File: config.mk
export PLATFORM = sky130hd
export DESIGN_NAME = tsc_capture
export DESIGN_NICKNAME = d
export VERILOG_FILES = /design/src/sv/triggered_sample_capture_assert.svh /design/src/sv/tsc_pkg.sv /design/src/sv/tsc_capture.sv
export SDC_FILE = /design/constraint.sdc
export NUM_CORES = 1
export LEC_CHECK = 0
export ABC_AREA = 1
export BUFFER_PORTS_ARGS = -buffer_cell sky130_fd_sc_hd__buf_2
export CORE_ASPECT_RATIO = 1.25
export CORE_MARGIN = 2
export CORE_UTILIZATION = 25
export DETAILED_ROUTE_END_ITERATION = 10
export GPL_TIMING_DRIVEN = 1
export SETUP_SLACK_MARGIN = 0.02
export SLEW_MARGIN = 0
export SYNTH_ARGS = -nofsm -noshare
export SYNTH_HDL_FRONTEND = slang
export SYNTH_SLANG_ARGS = --single-unit
File: constraint.sdc
create_clock -name clk -period 12.3 [get_ports clk]
set_input_delay 0 -clock clk [delete_from_list [all_inputs] [get_ports clk]]
set_output_delay 0 -clock clk [all_outputs]
set_load 0.02 [all_outputs]
File: src/sv/triggered_sample_capture_assert.svh
// Assertion macros for the capture store; they use the clk and rst of the including module.
`ifndef TRIGGERED_SAMPLE_CAPTURE_ASSERT_SVH
`define TRIGGERED_SAMPLE_CAPTURE_ASSERT_SVH

// same-cycle implication
`define TSC_ASSERT_SAME(name, cond, prop) \
  name: assert property (@(posedge clk) disable iff (rst) (cond) |-> (prop)) \
    else $error("tsc same-cycle check failed");

// next-cycle implication
`define TSC_ASSERT_NEXT(name, cond, prop) \
  name: assert property (@(posedge clk) disable iff (rst) (cond) |=> (prop)) \
    else $error("tsc next-cycle check failed");

`endif

File: src/sv/tsc_pkg.sv
// Shared types, constants and the scaling function of the capture store.
package tsc_pkg;

  localparam int DEPTH    = 1024;
  localparam int ADDR_W   = $clog2(DEPTH);
  localparam int CNT_W    = $clog2(DEPTH + 1);
  localparam int DATA_W   = 10;
  localparam int SAMPLE_W = 16;
  localparam int IDX_W    = 10;
  localparam int PADDR_W  = 4;
  localparam int PDATA_W  = 32;

  localparam logic [9:0] WINDOW_RESET = 10'd30;

  // x / 100 == (x * 41944) >> 22 for every x up to 2^15 (largest sample magnitude)
  localparam logic [15:0] SCALE_MUL   = 16'd41944;
  localparam int          SCALE_SHIFT = 22;

  typedef enum logic {
    CMD_SAMPLE = 1'b0,
    CMD_READ   = 1'b1
  } cmd_t;

  typedef enum logic [1:0] {
    REG_PAUSE        = 2'd0,
    REG_TRIG_ENABLE  = 2'd1,
    REG_TRIG_LEVEL   = 2'd2,
    REG_TRIG_WINDOW  = 2'd3
  } reg_idx_t;

  typedef struct packed {
    logic              pause;
    logic              trig_en;
    logic signed [9:0] level;
    logic [9:0]        window;
  } cfg_t;

  typedef struct packed {
    logic full;
    logic hit;
  } status_t;

  typedef struct packed {
    logic                     we;
    logic [ADDR_W-1:0]        addr;
    logic signed [DATA_W-1:0] data;
  } wr_req_t;

  // signed divide by 100, truncating toward zero
  function automatic logic signed [DATA_W-1:0] scale_sample(
    input logic signed [SAMPLE_W-1:0] s
  );
    logic [SAMPLE_W-1:0] mag;
    logic [31:0]         prod;
    logic [DATA_W-1:0]   q;
    mag  = s[SAMPLE_W-1] ? SAMPLE_W'(~s + 1'b1) : SAMPLE_W'(s);
    prod = mag * SCALE_MUL;
    q    = DATA_W'(prod >> SCALE_SHIFT);
    return $signed(s[SAMPLE_W-1] ? DATA_W'(~q + 1'b1) : q);
  endfunction

endpackage

File: src/sv/tsc_capture.sv
// Capture control: fill count, write position, trigger flag and the store write request.
module tsc_capture import tsc_pkg::*; (
  input  logic                       clk,
  input  logic                       rst,
  input  logic                       step,
  input  logic signed [SAMPLE_W-1:0] sample,
  input  cfg_t                       cfg,
  output wr_req_t                    wr,
  output logic                       written,
  output status_t                    now,
  output status_t                    after
);

  logic [CNT_W-1:0]  fill_count, fill_count_next;
  logic [ADDR_W-1:0] write_position, write_position_next;
  logic              hit_flag, hit_flag_next;

  logic signed [DATA_W-1:0] scaled;
  logic signed [11:0]       diff;
  logic [11:0]              gap;
  logic                     in_window;
  logic                     armed;
  logic                     filling;
  logic [ADDR_W-1:0]        pos_use;
  logic                     hit_use;
  logic                     we;
  logic [ADDR_W-1:0]        waddr;

  function automatic logic [ADDR_W-1:0] next_pos(input logic [ADDR_W-1:0] p);
    return (p == ADDR_W'(DEPTH - 1)) ? '0 : ADDR_W'(p + 1'b1);
  endfunction

  assign scaled    = scale_sample(sample);
  assign diff      = 12'(scaled) - 12'(cfg.level);
  assign gap       = diff[11] ? 12'(-diff) : 12'(diff);
  assign in_window = (gap <= {2'b00, cfg.window});
  assign armed     = cfg.trig_en && !hit_flag;
  assign filling   = (fill_count != CNT_W'(DEPTH));

  // while armed the position is held at the start of the store
  assign pos_use = armed ? '0 : write_position;
  assign hit_use = armed ? in_window : hit_flag;

  always_comb begin
    fill_count_next     = fill_count;
    write_position_next = write_position;
    hit_flag_next       = hit_flag;
    we                  = 1'b0;
    waddr               = pos_use;
    if (step) begin
      if (filling) begin
        we                  = 1'b1;
        waddr               = fill_count[ADDR_W-1:0];
        fill_count_next     = CNT_W'(fill_count + 1'b1);
        write_position_next = next_pos(pos_use);
        hit_flag_next       = hit_use;
      end else begin
        we                  = !cfg.trig_en || hit_use;
        write_position_next = we ? next_pos(pos_use) : pos_use;
        // re-arm once the pass wraps back to the start
        hit_flag_next       = (write_position_next == '0) ? 1'b0 : hit_use;
      end
    end
  end

  assign wr      = '{we: we, addr: waddr, data: scaled};
  assign written = we;

  assign now   = '{full: !filling, hit: hit_flag};
  assign after = '{full: (fill_count_next == CNT_W'(DEPTH)), hit: hit_flag_next};

  always_ff @(posedge clk) begin
    if (rst) begin
      fill_count     <= '0;
      write_position <= '0;
      hit_flag       <= 1'b0;
    end else begin
      fill_count     <= fill_count_next;
      write_position <= write_position_next;
      hit_flag       <= hit_flag_next;
    end
  end

endmodule

[Word level (Yosys, flattened, before mapping)]
Cells that the tools add are included.
Word-level totals
  flip-flop bits (word level): 22
  input bits: 41
  output and inout bits: 26
  logic and storage cells: 39
Operators by class
  add/subtract/negate cells: 6
  $mul: 1
  $lt $le $gt $ge: 1
  eq/ne operators: 3
  mux-type cells: 17
  bitwise operators: 2
  reduce and logical (&&, ||, !) cells: 6
Operator list (number)
  $mux 10: 7
  $mul 16x13->29 const B: 1
  $mux 11: 2
  $add 10x1->10 const B: 2
  $add 16x1->16 const B: 1
  $mux 16: 1
  $not 16->16: 1
  $le 12x10->1: 1
  $mux 12: 1
  $neg 11->12: 1
  $add 11x1->11 const B: 1
  $eq 11x11->1 const B: 1
  $ne 11x11->1 const B: 1
  $sub 10x10->11: 1
  $eq 10x10->1 const B: 1
  $logic_not 10->1: 1
  $not 10->10: 1
  $mux 1: 6
  $logic_not 1->1: 3
  $logic_and 1x1->1: 1
  $logic_or 1x1->1: 1

[Depth between registers and ports, before layout]
  word-level depth: 18
  mapped depth: 64
  depth with buffers taken out: 62

[Least setup slack after synthesis]
No wires, ideal clock.
  path kind: input to output
  start: in sample[0]
  end: out wr[20] (netlist name)
  arrival: 8.449 ns
  required time: 12.300 ns
  setup slack: 3.851 ns
  cell stages on the path: 54
  buffers on the path: 2
  cells stage by stage: inv_1 -> ha_1 -> nand3_1 -> nor2_1 -> nand2_1 -> nor3_2 -> inv_2 -> o31ai_4 -> xor2_2 -> inv_1 -> fa_1 -> ha_1 -> inv_1 -> fa_1 -> inv_1 -> fa_1 -> inv_1 -> fa_1 -> [... 18 more ...] -> nand2_1 -> nand2_1 -> nand2_1 -> nand2_1 -> buf_2 -> o21ai_0 -> xor2_1 -> inv_1 -> ha_1 -> a21oi_1 -> o21a_1 -> nand2_1 -> nand2_1 -> nand2_1 -> a21oi_1 -> nand2_1 -> a31oi_1 -> buf_4
RTL lines
  start, declared: line tsc_capture.sv:6  | input logic signed [SAMPLE_W-1:0] sample,
  end, declared: line tsc_capture.sv:8  | output wr_req_t wr,

==> impl_metrics.csv <==
group,metric,value,unit
worst_hold_path,min_path_cells,3,
sta,worst_pin_slew,0.9112,ns
yosys,synth_seq_cells,22,
yosys,ys_warn_count,0,
clock_tree,clk_pin_slew,0.06,ns
clock_tree,cts_tree,"yes",
worst_setup_path,critPathMaxStageDelay,0.53,ns
routing,drt_drc_violations_left,0,
place,globalplace.congestion,0.8792,
global_routing,grt_overflow,0,
die,die_w,161.7,um
die,core-area,30810,um^2
sta,finalClockSkew,0.002256,ns
worst_setup_path,cp-end-kind,"primary output",
sta,maxSlewViolCount,0,
clock_tree,postCtsHoldBufs,0,
cells_and_area,layout-drive-gt1-share,10.95,%
sta,setup_viol_count_final,0,
yosys,syn_area_per_cell,6.827,um^2
yosys,synth_top_area_share,21.08,%
yosys,async_flop_share,0,%
place,dpl.hpwl,16.64,mm
clock_tree,cts_max_level,1,
die,num_rows,72,
worst_setup_path,slowest_stage,"fa_1",
routing,drt-pass1-iter-count,5,
cells_and_area,nNetsFinal,1436,
worst_setup_path,path_max_fanout,11,
yosys,synth-edff-count,0,
global_routing,antenna_found_initial,0,
worst_setup_path,cp-start-kind,"input port",
place,io_buffers,65,
clock_tree,cts_sinks,22,
clock_tree,cts-resized-gates,0,
clock_tree,cts_inserted_buffers,3,
worst_hold_path,hold_path_class,"input port to flop",
status,status,"completed",
die,fp.dieH,201.2,um
worst_setup_path,cp_top_family,"adder cells",
sta,fin_crit,9.342,ns
worst_setup_path,crit_path_frequent_cell,"nand2_1",
sta,fin_setup_tns,0,ns
yosys,synth-main-ff-cell,"dfxtp_1",
routing,drt-total-wl,18.71,mm
die,dieArea,32540,um^2
routing,vias,6937,
worst_setup_path,worstReg2RegEnd,"hit_flag",
worst_hold_path,min_from,"step",
worst_setup_path,crit_buf_inv,13,
worst_setup_path,rrSetupSlack,10.06,ns
worst_hold_path,holdPathEnd,"write_position[4]",
job,drv_cap,0,
cells_and_area,antenna-diode-count,0,
sta,slew_headroom,39.05,%
cells_and_area,final_common_cell,"inv_1",
routing,avgRoutedWirePerCell,11.67,um
sta,rsz0062_at_grt,"false",
worst_setup_path,crit_type,"input port to primary output",
sta,finalCritPeriodShare,75.95,%
yosys,ys_types,43,
routing,antenna_left,0,
clock_tree,clock_latency,0.26,ns
yosys,yosys.area.top_type,"ha_1",
sta,final-hold-violation-count,0,
worst_setup_path,worstPathRequired,12.30,ns
yosys,synth_nets,1377,
routing,drt_iter0_markers,282,
yosys,netlist_area,7776,um^2
worst_setup_path,worstPathArrival,9.34,ns
worst_setup_path,r2r-start,"hit_flag",
cells_and_area,final_cell_mix,"inv_1, nand2_1, ha_1, nor2_1, fa_1",
yosys,ys_seq_area_share,5.664,%
cells_and_area,area_delta_synth_final,10.93,%
worst_setup_path,reg2reg_depth,14,
clock_tree,clock_path_buffers,2,
global_routing,grt_pass1_wl,32.51,mm
yosys,synthCells,1139,
die,initial_core_util,25.24,%
clock_tree,postCtsSetupBuffers,0,
global_routing,grt_max_degree,23,
global_routing,track_usage,11.89,%
clock_tree,cts_root_buf,"clkbuf_16",
yosys,synthTopCellsByArea,"ha_1, fa_1, inv_1",
sta,fmax,107.0,MHz
die,ios,67,
global_routing,grt_pass1_vias,7180,
routing,via_per_inst,4.328,
[state kept, by name, indices dropped and copies added (netlist names)]
name,flops
fill_count,11
write_position,10
hit_flag,1
[layer usage]
layer | global-route usage (%) | routed length [um] | vias up
met5 | 0 | 0 | -
met4 | 2.528 | 368 | 0
met3 | 0.5154 | 346 | 23
met2 | 23.53 | 9826 | 95
met1 | 13.98 | 8166 | 3174
li1 | - | - | 3645
[worst min-delay path, delay by kind of cell]
kind | cells | cell delay (ns)
buffers and inverters | 1 | 0.20
AO/OA/AOI/OAI | 1 | 0.05
AND/OR/NAND/NOR | 1 | 0.10
[layout make-up]
type                       count  area (um^2)
tap                          407        509.2
clock buffer                   3        75.07
sequential                    22        440.4
timing repair buffer          67        340.3
multi-input combinational    827         6221
inverter                     277         1040
fill                        3401        22180
[worst max-delay path by stage]
stage          startpoint       end  cells past startpoint
2_1_floorplan   sample[0]    wr[20]                     54
3_3_place_gp    sample[0]  after[0]                     54
3_5_place_dp    sample[0]  after[0]                     54
4_1_cts         sample[0]  after[0]                     54
5_1_grt         sample[0]  after[0]                     57
6_report        sample[0]  after[0]                     54
[kinds of logic (layout without fill, tap and decap cells)]
| kind of cell | after synthesis | in the layout | synth area share, % |
|---|---|---|---|
| fa+ha+maj | 197 | 197 | 38.07 |
| buf+inv | 290 | 347 | 14.34 |
| simple gates | 474 | 474 | 27.77 |
| xor+xnor | 51 | 51 | 6.372 |
| compound gates | 105 | 105 | 7.788 |
| flops | 22 | 22 | 5.664 |
[per-stage QoR]
step	instances	hold WS, ns	util (%)	setup slack [ns]	area, um^2
after global placement	1600	0.4092	27.75	3.051	8551
after CTS	1603	0.1415	28.00	2.987	8626
after detailed placement	1600	0.4125	27.75	3.026	8551
final	1603	0.1437	28.00	2.958	8626
after floorplan	1139	0.06907	-	3.851	7776
after global routing	1603	0.1713	28.00	2.019	8626
[synthesized netlist by cell type, types with 4 or more instances]
| master | number |
|---|---|
| inv_1 | 269 |
| a21oi_1 | 48 |
| xor2_1 | 39 |
| clkbuf_1 | 5 |
| inv_2 | 6 |
| fa_1 | 66 |
| nand3b_1 | 6 |
| buf_4 | 4 |
| nor2_1 | 81 |
| dfxtp_1 | 22 |
| nand3_1 | 57 |
| nand4_1 | 25 |
| nand2_2 | 13 |
| nor3_1 | 14 |
| nor2_4 | 4 |
| o21bai_1 | 9 |
| nor2_2 | 13 |
| xnor2_1 | 7 |
| o21ai_0 | 30 |
| nor3_2 | 8 |
| nand2_1 | 240 |
| xor2_2 | 4 |
| ha_1 | 131 |
| nand3_2 | 5 |
Power is not shown: default switching activity piles up to over one toggle a cycle in this logic, so the estimate is an artifact.
